[config.mk]
export PLATFORM = sky130hd
export DESIGN_NAME = lru_key_value_cache_top_flat
export DESIGN_NICKNAME = d
export VERILOG_FILES = /design/src/hw/rtl/lkvc_pkg.sv /design/src/hw/rtl/lkvc_req_if.sv /design/src/hw/rtl/lkvc_rsp_if.sv /design/src/hw/rtl/lkvc_cfg_if.sv /design/src/hw/rtl/lru_key_value_cache_top.sv /design/src/hw/rtl/lkvc_mem.sv /design/src/hw/rtl/lkvc_ctrl.sv /design/src/flat_wrapper.sv
export SDC_FILE = /design/constraint.sdc
export NUM_CORES = 1
export LEC_CHECK = 0
export BUFFER_PORTS_ARGS = -buffer_cell sky130_fd_sc_hd__buf_4
export CORE_UTILIZATION = 53
export DETAILED_ROUTE_END_ITERATION = 16
export GPL_TIMING_DRIVEN = 0
export PLACE_DENSITY_LB_ADDON = 0.25
export SETUP_SLACK_MARGIN = 0.5
export SKIP_LAST_GASP = 1
export SLEW_MARGIN = 20
export SYNTH_ARGS = -nofsm -noshare
export SYNTH_HDL_FRONTEND = slang
export SYNTH_SLANG_ARGS = --single-unit
[constraint.sdc]
create_clock -name clk -period 5.9 [get_ports clk]
set_input_delay 0.59 -clock clk [delete_from_list [all_inputs] [get_ports clk]]
set_output_delay 0.59 -clock clk [all_outputs]
set_load 0.01 [all_outputs]
[src/hw/rtl/lkvc_pkg.sv]
`timescale 1ns / 1ps
`default_nettype none

package lkvc_pkg;

  localparam int DEPTH_DEFAULT = 16;

  localparam int KEY_W = 32;
  localparam int VAL_W = 32;
  localparam int CAP_W = 5;

  localparam logic [CAP_W-1:0] CAP_RESET = 5'd16;
  localparam logic [VAL_W-1:0] MISS_VALUE = '1;

  localparam logic OP_GET = 1'b0;
  localparam logic OP_SET = 1'b1;

  // Write enables toward the entry store.
  typedef struct packed {
    logic key_we;
    logic val_we;
    logic rank_we;
  } mem_wr_t;

endpackage

`default_nettype wire

[src/hw/rtl/lkvc_req_if.sv]
`timescale 1ns / 1ps
`default_nettype none

interface lkvc_req_if
  import lkvc_pkg::*;
();
  logic             valid;
  logic             ready;
  logic             operation;
  logic [KEY_W-1:0] lookup_key;
  logic [VAL_W-1:0] store_value;

  modport source (output valid, output operation, output lookup_key, output store_value,
                  input ready);
  modport sink (input valid, input operation, input lookup_key, input store_value,
                output ready);
endinterface

`default_nettype wire

[src/hw/rtl/lkvc_rsp_if.sv]
`timescale 1ns / 1ps
`default_nettype none

interface lkvc_rsp_if
  import lkvc_pkg::*;
();
  logic             valid;
  logic             ready;
  logic             hit;
  logic [VAL_W-1:0] read_value;

  modport source (output valid, output hit, output read_value, input ready);
  modport sink (input valid, input hit, input read_value, output ready);
endinterface

`default_nettype wire

[src/hw/rtl/lkvc_cfg_if.sv]
`timescale 1ns / 1ps
`default_nettype none

interface lkvc_cfg_if
  import lkvc_pkg::*;
();
  logic             valid;
  logic             ready;
  logic [CAP_W-1:0] capacity_limit;

  modport source (output valid, output capacity_limit, input ready);
  modport sink (input valid, input capacity_limit, output ready);
endinterface

`default_nettype wire

[src/hw/rtl/lru_key_value_cache_top.sv]
`timescale 1ns / 1ps
`default_nettype none

// Fully associative key/value cache with least-recently-used replacement.
// req (sink): one get (operation 0) or set (operation 1) per transfer, with
//   lookup_key and, for a set, store_value.
// rsp (source): exactly one result per request, in order: hit, and read_value
//   (the stored value on a get hit, all ones otherwise).
// cfg (sink): capacity_limit, always ready; write it only while no request
//   is in flight. Zero acts as one, values above DEPTH act as DEPTH.
// One request at a time: a single comparator/incrementer walks the entries
//   through one memory read port, one entry per cycle. A request runs a key
//   scan over the filled entries, then a recency sweep over them on any hit
//   or set, then posts the result.
// req.ready is high only while the sequencer is idle.
// Results sit in an output register; a request can be accepted while the
//   previous result still waits, and the sequencer holds its result until
//   the register frees up, so a stalled receiver only delays, never drops.
// Reset (rst, synchronous) empties the cache, sets capacity to 16 and drops
//   any pending result. Entry memories are not cleared; only filled entries
//   are ever used.
module lru_key_value_cache_top
  import lkvc_pkg::*;
#(
  parameter int DEPTH = DEPTH_DEFAULT
) (
  input  wire logic clk,
  input  wire logic rst,
  lkvc_req_if.sink  req,
  lkvc_rsp_if.source rsp,
  lkvc_cfg_if.sink  cfg
);

  localparam int IDX_W = (DEPTH > 1) ? $clog2(DEPTH) : 1;
  localparam int CNT_W = $clog2(DEPTH + 1);

  logic [CAP_W-1:0] capacity_limit;
  logic [CNT_W-1:0] cap_eff;
  logic             rsp_valid;
  logic             rsp_hit;
  logic [VAL_W-1:0] rsp_value;
  logic             out_free;
  logic             idle;
  logic             done;
  logic             res_hit;
  logic [VAL_W-1:0] res_value;
  mem_wr_t          wr;
  logic [IDX_W-1:0] wr_addr;
  logic [KEY_W-1:0] wr_key;
  logic [VAL_W-1:0] wr_val;
  logic [IDX_W-1:0] wr_rank;
  logic [IDX_W-1:0] rd_addr;
  logic [KEY_W-1:0] key_q;
  logic [VAL_W-1:0] val_q;
  logic [IDX_W-1:0] rank_q;

  assign cfg.ready = 1'b1;

  always_ff @(posedge clk) begin
    if (rst) begin
      capacity_limit <= CAP_RESET;
    end else if (cfg.valid) begin
      capacity_limit <= cfg.capacity_limit;
    end
  end

  always_comb begin
    if (capacity_limit == '0) begin
      cap_eff = CNT_W'(1);
    end else if (32'(capacity_limit) > 32'(DEPTH)) begin
      cap_eff = CNT_W'(DEPTH);
    end else begin
      cap_eff = CNT_W'(capacity_limit);
    end
  end

  assign req.ready = idle;
  assign out_free  = !rsp_valid || rsp.ready;

  lkvc_ctrl #(.DEPTH(DEPTH)) u_ctrl (
    .clk      (clk),
    .rst      (rst),
    .start    (req.valid),
    .op_in    (req.operation),
    .key_in   (req.lookup_key),
    .val_in   (req.store_value),
    .cap_eff  (cap_eff),
    .out_free (out_free),
    .idle     (idle),
    .done     (done),
    .hit      (res_hit),
    .value    (res_value),
    .wr       (wr),
    .wr_addr  (wr_addr),
    .wr_key   (wr_key),
    .wr_val   (wr_val),
    .wr_rank  (wr_rank),
    .rd_addr  (rd_addr),
    .key_q    (key_q),
    .val_q    (val_q),
    .rank_q   (rank_q)
  );

  lkvc_mem #(.DEPTH(DEPTH)) u_mem (
    .clk     (clk),
    .wr      (wr),
    .wr_addr (wr_addr),
    .wr_key  (wr_key),
    .wr_val  (wr_val),
    .wr_rank (wr_rank),
    .rd_addr (rd_addr),
    .key_q   (key_q),
    .val_q   (val_q),
    .rank_q  (rank_q)
  );

  // Output register: load on done, drop after the transfer.
  always_ff @(posedge clk) begin
    if (rst) begin
      rsp_valid <= 1'b0;
    end else if (done) begin
      rsp_valid <= 1'b1;
      rsp_hit   <= res_hit;
      rsp_value <= res_value;
    end else if (rsp.ready) begin
      rsp_valid <= 1'b0;
    end
  end

  assign rsp.valid      = rsp_valid;
  assign rsp.hit        = rsp_hit;
  assign rsp.read_value = rsp_value;

endmodule

`default_nettype wire

[src/hw/rtl/lkvc_mem.sv]
`timescale 1ns / 1ps
`default_nettype none

module lkvc_mem
  import lkvc_pkg::*;
#(
  parameter int DEPTH = DEPTH_DEFAULT,
  localparam int IDX_W = (DEPTH > 1) ? $clog2(DEPTH) : 1
) (
  input  wire logic             clk,
  input  wire mem_wr_t          wr,
  input  wire logic [IDX_W-1:0] wr_addr,
  input  wire logic [KEY_W-1:0] wr_key,
  input  wire logic [VAL_W-1:0] wr_val,
  input  wire logic [IDX_W-1:0] wr_rank,
  input  wire logic [IDX_W-1:0] rd_addr,
  output logic      [KEY_W-1:0] key_q,
  output logic      [VAL_W-1:0] val_q,
  output logic      [IDX_W-1:0] rank_q
);

  logic [KEY_W-1:0] key_mem  [DEPTH];
  logic [VAL_W-1:0] val_mem  [DEPTH];
  logic [IDX_W-1:0] rank_mem [DEPTH];

  always_ff @(posedge clk) begin
    if (wr.key_we) begin
      key_mem[wr_addr] <= wr_key;
    end
    if (wr.val_we) begin
      val_mem[wr_addr] <= wr_val;
    end
    if (wr.rank_we) begin
      rank_mem[wr_addr] <= wr_rank;
    end
  end

  always_ff @(posedge clk) begin
    key_q  <= key_mem[rd_addr];
    val_q  <= val_mem[rd_addr];
    rank_q <= rank_mem[rd_addr];
  end

endmodule

`default_nettype wire

[src/hw/rtl/lkvc_ctrl.sv]
`timescale 1ns / 1ps
`default_nettype none

module lkvc_ctrl
  import lkvc_pkg::*;
#(
  parameter int DEPTH = DEPTH_DEFAULT,
  localparam int IDX_W = (DEPTH > 1) ? $clog2(DEPTH) : 1,
  localparam int CNT_W = $clog2(DEPTH + 1)
) (
  input  wire logic             clk,
  input  wire logic             rst,
  input  wire logic             start,
  input  wire logic             op_in,
  input  wire logic [KEY_W-1:0] key_in,
  input  wire logic [VAL_W-1:0] val_in,
  input  wire logic [CNT_W-1:0] cap_eff,
  input  wire logic             out_free,
  output logic                  idle,
  output logic                  done,
  output logic                  hit,
  output logic      [VAL_W-1:0] value,
  output mem_wr_t               wr,
  output logic      [IDX_W-1:0] wr_addr,
  output logic      [KEY_W-1:0] wr_key,
  output logic      [VAL_W-1:0] wr_val,
  output logic      [IDX_W-1:0] wr_rank,
  output logic      [IDX_W-1:0] rd_addr,
  input  wire logic [KEY_W-1:0] key_q,
  input  wire logic [VAL_W-1:0] val_q,
  input  wire logic [IDX_W-1:0] rank_q
);

  typedef enum logic [2:0] {
    IDLE,
    SCAN,
    DECIDE,
    UPDATE,
    FINISH
  } state_t;

  state_t           state;
  logic             op_r;
  logic [KEY_W-1:0] key_r;
  logic [VAL_W-1:0] val_r;
  logic [CNT_W-1:0] count;
  logic [CNT_W-1:0] idx;
  logic             pend;
  logic [IDX_W-1:0] pend_idx;
  logic             found;
  logic [IDX_W-1:0] slot;
  logic [IDX_W-1:0] hit_rank;
  logic [VAL_W-1:0] hit_val;
  logic [IDX_W-1:0] best;
  logic [IDX_W-1:0] best_rank;
  logic             fill;
  logic [IDX_W-1:0] target;
  logic [IDX_W-1:0] pivot;

  logic issue;
  logic room;

  assign issue   = (idx < count);
  assign room    = (count < cap_eff);
  assign rd_addr = idx[IDX_W-1:0];
  assign idle    = (state == IDLE);
  assign done    = (state == FINISH) && out_free;
  assign hit     = found;
  assign value   = (op_r == OP_GET && found) ? hit_val : MISS_VALUE;
  assign wr_key  = key_r;
  assign wr_val  = val_r;

  always_comb begin
    wr      = '0;
    wr_addr = pend_idx;
    wr_rank = '0;
    case (state)
      DECIDE: begin
        if (found) begin
          wr.val_we = (op_r == OP_SET);
          wr_addr   = slot;
        end else if (op_r == OP_SET) begin
          wr.key_we = 1'b1;
          wr.val_we = 1'b1;
          if (room) begin
            wr.rank_we = 1'b1;
            wr_addr    = count[IDX_W-1:0];
          end else begin
            wr_addr = best;
          end
        end
      end
      UPDATE: begin
        if (pend) begin
          wr.rank_we = 1'b1;
          if (fill) begin
            wr_rank = rank_q + IDX_W'(1);
          end else if (pend_idx == target) begin
            wr_rank = '0;
          end else if (rank_q < pivot) begin
            wr_rank = rank_q + IDX_W'(1);
          end else begin
            wr_rank = rank_q;
          end
        end
      end
      default: ;
    endcase
  end

  always_ff @(posedge clk) begin
    if (rst) begin
      state <= IDLE;
      count <= '0;
      pend  <= 1'b0;
      found <= 1'b0;
      fill  <= 1'b0;
      idx   <= '0;
    end else begin
      case (state)
        IDLE: begin
          if (start) begin
            op_r      <= op_in;
            key_r     <= key_in;
            val_r     <= val_in;
            idx       <= '0;
            pend      <= 1'b0;
            found     <= 1'b0;
            fill      <= 1'b0;
            best      <= '0;
            best_rank <= '0;
            state     <= SCAN;
          end
        end
        SCAN: begin
          // one entry read per cycle, compared the cycle after
          if (issue) begin
            idx      <= idx + CNT_W'(1);
            pend_idx <= idx[IDX_W-1:0];
          end
          pend <= issue;
          if (pend) begin
            if (key_q == key_r && !found) begin
              found    <= 1'b1;
              slot     <= pend_idx;
              hit_rank <= rank_q;
              hit_val  <= val_q;
            end
            if (rank_q > best_rank) begin
              best      <= pend_idx;
              best_rank <= rank_q;
            end
          end
          if (!issue && !pend) begin
            state <= DECIDE;
          end
        end
        DECIDE: begin
          idx  <= '0;
          pend <= 1'b0;
          if (found) begin
            target <= slot;
            pivot  <= hit_rank;
            state  <= UPDATE;
          end else if (op_r == OP_SET) begin
            fill   <= room;
            target <= best;
            pivot  <= best_rank;
            state  <= UPDATE;
          end else begin
            state <= FINISH;
          end
        end
        UPDATE: begin
          if (issue) begin
            idx      <= idx + CNT_W'(1);
            pend_idx <= idx[IDX_W-1:0];
          end
          pend <= issue;
          if (!issue && !pend) begin
            if (fill) begin
              count <= count + CNT_W'(1);
            end
            state <= FINISH;
          end
        end
        FINISH: begin
          if (out_free) begin
            state <= IDLE;
          end
        end
        default: state <= IDLE;
      endcase
    end
  end

`ifndef SYNTHESIS
  a_count_step: assert property (@(posedge clk) disable iff (rst)
    !$past(rst) && count != $past(count) |-> count == $past(count) + CNT_W'(1))
    else $error("entry count moved by other than one");

  a_get_miss_no_sweep: assert property (@(posedge clk) disable iff (rst)
    state == UPDATE |-> found || op_r == OP_SET)
    else $error("rank sweep started for a get miss");

  a_slot_in_range: assert property (@(posedge clk) disable iff (rst)
    state == DECIDE && found |-> CNT_W'(slot) < count)
    else $error("matched slot beyond the filled entries");

  a_fill_room: assert property (@(posedge clk) disable iff (rst)
    state == DECIDE && !found && op_r == OP_SET && room |=> fill)
    else $error("new entry not marked as a fill");
`endif

endmodule

`default_nettype wire
[src/flat_wrapper.sv]
// flat-port wrapper written by rule: the top's interface ports become plain ports
module lru_key_value_cache_top_flat import lkvc_pkg::*;
#(
  parameter int DEPTH = DEPTH_DEFAULT
)
  (clk, rst, req_valid, req_operation, req_lookup_key, req_store_value, req_ready, rsp_valid, rsp_hit, rsp_read_value, rsp_ready, cfg_valid, cfg_capacity_limit, cfg_ready);
  lkvc_req_if req_i ();
  lkvc_rsp_if rsp_i ();
  lkvc_cfg_if cfg_i ();
  input  wire logic clk;
  input  wire logic rst;
  input wire logic [$bits(req_i.valid)-1:0] req_valid;
  input wire logic [$bits(req_i.operation)-1:0] req_operation;
  input wire logic [$bits(req_i.lookup_key)-1:0] req_lookup_key;
  input wire logic [$bits(req_i.store_value)-1:0] req_store_value;
  output wire logic [$bits(req_i.ready)-1:0] req_ready;
  output wire logic [$bits(rsp_i.valid)-1:0] rsp_valid;
  output wire logic [$bits(rsp_i.hit)-1:0] rsp_hit;
  output wire logic [$bits(rsp_i.read_value)-1:0] rsp_read_value;
  input wire logic [$bits(rsp_i.ready)-1:0] rsp_ready;
  input wire logic [$bits(cfg_i.valid)-1:0] cfg_valid;
  input wire logic [$bits(cfg_i.capacity_limit)-1:0] cfg_capacity_limit;
  output wire logic [$bits(cfg_i.ready)-1:0] cfg_ready;
  assign req_i.valid = req_valid;
  assign req_i.operation = req_operation;
  assign req_i.lookup_key = req_lookup_key;
  assign req_i.store_value = req_store_value;
  assign req_ready = req_i.ready;
  assign rsp_valid = rsp_i.valid;
  assign rsp_hit = rsp_i.hit;
  assign rsp_read_value = rsp_i.read_value;
  assign rsp_i.ready = rsp_ready;
  assign cfg_i.valid = cfg_valid;
  assign cfg_i.capacity_limit = cfg_capacity_limit;
  assign cfg_ready = cfg_i.ready;
  lru_key_value_cache_top #(.DEPTH(DEPTH)) u_core (.clk(clk), .rst(rst), .req(req_i), .rsp(rsp_i), .cfg(cfg_i));
endmodule
# Word-level counts from Yosys, hierarchy flattened
# Memories as Yosys holds them, arrays and structs flattened. A register that Yosys moved wholly into a read port is not among the register bits.
# Cells that the tools add are included.
# Widths: inputs -> output; s select.
[totals] wordCells=135 ramBits=1088 input_bits=75 output_inout_bits=36 memories=3 regBits=180
[classes] addsub=3 bitwise_logic=2 eq_ne=16 muxes=56 n_reduce_logical=29 magnitude_cmp=5
[memory_table] memory="u_core.u_mem.key_mem" depth=16 width=32 rd=1 rd_clocked_by_memory_dff=1 wr=1 line_no="lkvc_mem.sv:22" text="logic [KEY_W-1:0] key_mem [DEPTH];"
[memory_table] memory="u_core.u_mem.val_mem" depth=16 width=32 rd=1 rd_clocked_by_memory_dff=1 wr=1 line_no="lkvc_mem.sv:23" text="logic [VAL_W-1:0] val_mem [DEPTH];"
[memory_table] memory="u_core.u_mem.rank_mem" depth=16 width=4 rd=1 rd_clocked_by_memory_dff=1 wr=1 line_no="lkvc_mem.sv:24" text="logic [IDX_W-1:0] rank_mem [DEPTH];"
[op_table] cell="$mux 4" n=18
[op_table] cell="$eq 32x32->1" n=1
[op_table] cell="$mux 3" n=7
[op_table] cell="$mux 5" n=4
[op_table] cell="$mux 1" n=18
[op_table] cell="$ne 2x2->1 const B" n=9
[op_table] cell="$pmux 4 s2" n=2
[op_table] cell="$reduce_and 4->1" n=4
[op_table] cell="$pmux 3 s5" n=1
[op_table] cell="$pmux 5 s3" n=1
[op_table] cell="$reduce_and 3->1" n=5
[op_table] cell="$add 5x1->5 const B" n=2
[op_table] cell="$lt 5x5->1" n=2
[op_table] cell="$reduce_bool 2->1" n=4
[op_table] cell="$eq 3x2->1 const B" n=2
[op_table] cell="$pmux 1 s2" n=3
[op_table] cell="$gt 5x5->1 const B" n=1
[op_table] cell="$logic_not 5->1" n=1
[op_table] cell="$reduce_and 5->1" n=1
[op_table] cell="$add 4x1->4 const B" n=1
[op_table] cell="$eq 4x4->1" n=1
[op_table] cell="$gt 4x4->1" n=1
[op_table] cell="$logic_and 1x1->1" n=4
[op_table] cell="$logic_not 1->1" n=4
[op_table] cell="other kinds (12)" n=14

# Logic depth before layout (Yosys ltp)
[depth] depth_word=10 depth_mapped=11 mapped_depth_nobuf=9

# By module
# From an unflattened synthesis, not the netlist that was laid out.
[unflattened] hier_cells=2297 area_unflattened_um2=49556.3
[by_module_without_submodules] mod="lkvc_mem" cells_each=1798 instances=1 area_per_inst_um2=42155.4
[by_module_without_submodules] mod="lkvc_ctrl" cells_each=436 instances=1 area_per_inst_um2=6147.1
[by_module_without_submodules] mod="lru_key_value_cache_top" cells_each=63 instances=1 area_per_inst_um2=1253.7

# Least setup slack after synthesis
# Ideal clock, no wire load.
[synth_path] kind="flip-flop to flip-flop" start="register u_core.u_ctrl.key_r[22] (netlist: u_core.u_ctrl.wr_key[22])" end="register u_core.u_ctrl.hit_rank[0] (enable)" arrival_time_ps=5508 period_less_slack_ps=6063 required_time_ps=5345 n_path_buf=0 stages_incl_launch_ff=6 path_slack_ps=-163 setup_ps=555 path_cell_list="edfxtp_1 xnor2_1 nand4_1 nor4_1 nand4_1 nor4b_1"
[synth_via] elab_chain_cells=3
[synth_rtl] item="start, declared" line_no="lkvc_ctrl.sv:44" text="logic [KEY_W-1:0] key_r;"
[synth_rtl] item="start signal, assigned" line_no="lkvc_ctrl.sv:124" text="key_r <= key_in;"
[synth_rtl] item="$eq 32x32->1" line_no="lkvc_ctrl.sv:143" text="if (key_q == key_r && !found) begin"
[synth_rtl] item="$logic_and 1x1->1" line_no="lkvc_ctrl.sv:143"
[synth_rtl] item="$reduce_and 4->1 (no source line)"
[synth_rtl] item="end signal, assigned" line_no="lkvc_ctrl.sv:146" text="hit_rank <= rank_q;"
[synth_rtl] item="end, declared" line_no="lkvc_ctrl.sv:52" text="logic [IDX_W-1:0] hit_rank;"
# Every way passes these cells.
# A chain may end at the register's enable or synchronous reset.

# Worst setup path in the final report
[layout_path] start="register u_core.u_ctrl.found (netlist: u_core.u_ctrl.hit)" end="memory u_core.u_mem.val_mem[11][17] (enable)"
[layout_via] elab_chain_cells=4
[layout_rtl] item="start, declared" line_no="lkvc_ctrl.sv:50" text="logic found;"
[layout_rtl] item="start signal, assigned" line_no="lkvc_ctrl.sv:116" text="found <= 1'b0;"
[layout_rtl] item="start signal, assigned" line_no="lkvc_ctrl.sv:128" text="found <= 1'b0;"
[layout_rtl] item="start signal, assigned" line_no="lkvc_ctrl.sv:144" text="found <= 1'b1;"
[layout_rtl] item="$mux 1" line_no="lkvc_ctrl.sv:79" text="if (found) begin"
[layout_rtl] item="$mux 2" line_no="lkvc_ctrl.sv:77" text="case (state)"
[layout_rtl] item="$mux 1" line_no="lkvc_mem.sv:30" text="if (wr.val_we) begin"
[layout_rtl] item="$mux 1 (implied by the code)" line_no="lkvc_mem.sv:31" text="val_mem[wr_addr] <= wr_val;"
[layout_rtl] item="end, declared" line_no="lkvc_mem.sv:23"
# Parallel ways exist; a longest one is shown, timed or not.

==> results.json <==
{
  "status": "finished, final reports clean",
  "area_growth_pct": 17.6,
  "reg2reg_depth": 8,
  "clkTransAtPathRegs_ns": 0.06,
  "finalCriticalPeriod_ns": 4.47,
  "pre_cts_slack_ns": 1.57,
  "synth_area_leaders": "edfxtp_1 75%, mux4_2 15%, dfxtp_1 3.6%",
  "r2r_end": "u_core.u_mem.val_mem[11][17]",
  "worstPathMaxFanout": 16,
  "cp-start-kind": "flop",
  "rsz0062_at_grt": "false",
  "slew_headroom": 0.206,
  "syn_nets": 2239,
  "antenna_found_initial": 2,
  "syn_avg_cell_area_um2": 23.2,
  "grt_pass1_vias": 24400,
  "yosysWarnings": 0,
  "async_flop_share": 0,
  "reg2reg_from": "u_core.u_ctrl.hit",
  "hp-start": "req_store_value[15]",
  "drtIter0Drc": 3047,
  "fp.dieH_um": 308,
  "hp-class": "primary input to flop",
  "ios": 111,
  "yosys-top-cells-count": "1246 x edfxtp_1, 340 x mux4_2, 90 x dfxtp_1",
  "drv_slew": 0,
  "finalSetupTns_ns": 0,
  "setup_ws_ns": 1.43,
  "post_cts_resized": 0,
  "hold_buffers": 32,
  "maxCapViolCount": 0,
  "vias": 23700,
  "start_util": 0.534,
  "numCtsBuffers": 133,
  "cp.required_ns": 6.32,
  "synth_seq_area_share": 0.788,
  "synth_edf_count": 1246,
  "postRouteAntennaNets": 0,
  "setup-violations-final": 0,
  "ys.flop_type": "edfxtp_1",
  "fp.coreArea_mm2": 0.0932,
  "post-dp-hpwl_um": 73200,
  "ctsRootBufferMaster": "clkbuf_16",
  "synth_largest_area_cell": "edfxtp_1",
  "place.gp.congestion": 0.814,
  "critPathKind": "flop to flop",
  "firstDrtPassIters": 7,
  "via_per_inst": 6.09,
  "die_area_mm2": 0.0951,
  "p_leak_nw": 18.1,
  "port_buffers": 108,
  "use_met2": 0.404,
  "h-tree-depth": 4,
  "grt_pass1_wl_um": 166000,
  "ir_worst_vdd_mv": 0.360,
  "met3_usage": 0.0548,
  "final_hold_viol_count": 0,
  "cts_tree": "built",
  "cts_setup_buffers": 0,
  "wl_um": 115000,
  "fin_crit_sh": 0.757,
  "power.density_mw_per_mm2": 334,
  "worstHoldPathCells": 1,
  "grt_max_degree": 19,
  "worst_pin_slew_ns": 1.19,
  "grt_usage": 0.250,
  "crit_arrival_ns": 4.88,
  "synth_seq_cells": 1336,
  "fin_nets": 2621,
  "grt_overflow": 0,
  "finClkSkew_ns": 0.0349,
  "clk_path_buf_depth": 3,
  "grt_util_met1": 0.341,
  "drive_above_1_share": 0.322,
  "rows": 112,
  "synth_cells": 2146,
  "cts_sinks": 1336,
  "routedWlPerCell_um": 29.6,
  "netlist_area_mm2": 0.0497,
  "endpoint_kind": "flop",
  "insertion_delay_ns": 0.74,
  "synth_top_area_frac": 0.752,
  "yosysUniqueCellTypes": 59,
  "holdWs_ns": 0.0458,
  "drc": 0,
  "max_freq_ghz": 0.224,
  "die_w_um": 308,
  "hold_end": "u_core.u_ctrl.wr_val[15]",
  "reg2reg_slack_ns": 1.43,
  "synth.most_common_cell": "edfxtp_1",
  "busiest_layer": "met2"
}
==> sequential cells by signal (all words and copies together) (netlist names), 3 cells and up <==
signal	cells
u_core.capacity_limit	5
u_core.rsp.read_value	32
u_core.u_ctrl.best	4
u_core.u_ctrl.best_rank	4
u_core.u_ctrl.count	5
u_core.u_ctrl.hit_rank	4
u_core.u_ctrl.hit_val	32
u_core.u_ctrl.idx	5
u_core.u_ctrl.pend_idx	4
u_core.u_ctrl.pivot	4
u_core.u_ctrl.slot	4
u_core.u_ctrl.state	3
u_core.u_ctrl.target	4
u_core.u_ctrl.wr_key	32
u_core.u_ctrl.wr_val	32
u_core.u_mem.key_mem	512
u_core.u_mem.key_q	32
u_core.u_mem.rank_mem	64
u_core.u_mem.rank_q	4
u_core.u_mem.val_mem	512
u_core.u_mem.val_q	32
==> kinds of logic after synthesis <==
logic type	share of synthesized area
other	0.0000754
AO/OA/AOI/OAI	0.00966
multiplexers	0.157
XOR/XNOR	0.00757
adder cells (fa/ha/maj)	0.00453
flip-flops	0.788
buffers and inverters	0.0106
AND/OR/NAND/NOR	0.0218
==> critical path, cell delays in order (launching register included) <==
cell and delay [ns]:
dfxtp_1 0.37, buf_2 0.24, clkinv_1 0.77, o32a_1 0.64, o211ai_1 0.33, o211ai_1 0.65, nor2_4 0.68, buf_16 0.22
buf_16 0.19
==> through the flow <==
step           total power [W]  utilization  instances  instance area (µm²)
2_1_floorplan           0.0111            -       2146                49800
3_3_place_gp            0.0113        0.559       3508                52100
3_5_place_dp            0.0114        0.578       3615                53900
4_1_cts                 0.0197        0.628       3890                58500
5_1_grt                 0.0201        0.628       3890                58500
6_report                0.0196        0.628       3892                58500
==> layout by cell type (no fill, tap or decap), types with 14 or more instances in the layout <==
cell / count
ha_1: 18
buf_12: 17
dlygate4sd3_1: 32
xor2_1: 15
buf_6: 14
buf_2: 35
clkbuf_1: 92
nand2_1: 24
nor2_1: 27
nor3_2: 16
clkinv_1: 14
mux4_2: 340
edfxtp_1: 1246
or3_1: 36
clkinv_2: 19
dfxtp_1: 90
buf_16: 19
inv_1: 18
nor2_4: 21
clkbuf_8: 18
xnor2_1: 28
clkbuf_16: 137
o21ai_0: 17
buf_4: 164
==> how the worst max path moves through the flow <==
stage                                        start                      endpoint  slack (ns)  depth (start not counted)
final                            u_core.u_ctrl.hit  u_core.u_mem.val_mem[11][17]        1.43                          8
after global routing             u_core.u_ctrl.hit   u_core.u_mem.val_mem[14][5]        1.27                         12
after CTS                        u_core.u_ctrl.hit  u_core.u_mem.val_mem[11][17]        1.49                          8
after detailed placement         u_core.u_ctrl.hit   u_core.u_mem.val_mem[11][3]        1.57                          8
after global placement          u_core.u_ctrl.op_r   u_core.u_mem.val_mem[10][2]       -2.83                          6
after floorplan           u_core.capacity_limit[4]    u_core.u_mem.val_mem[5][0]        1.06                         10
==> cell type report <==
cell class	instances	area, µm²
multi-input combinational	689	10300
clock buffer	190	3810
tap	1254	1570
fill	6084	34700
antenna	2	5.00
sequential	1336	39200
clock inverter	53	504
timing repair buffer	247	2610
inverter	19	71.3
buffer	102	464
==> layer usage <==
layer | up-vias | part of all wire
met5 | - | 0
met4 | 0 | 0.026
met3 | 201 | 0.078
met2 | 1140 | 0.50
met1 | 12600 | 0.40
li1 | 9810 | -
==> where the power goes <==
group	internal [W]	switching (W)
clock	0.00482	0.00349
sequential	0.0106	0.000188
combinational	0.000202	0.000304
Power figures use the tool's default switching activity.
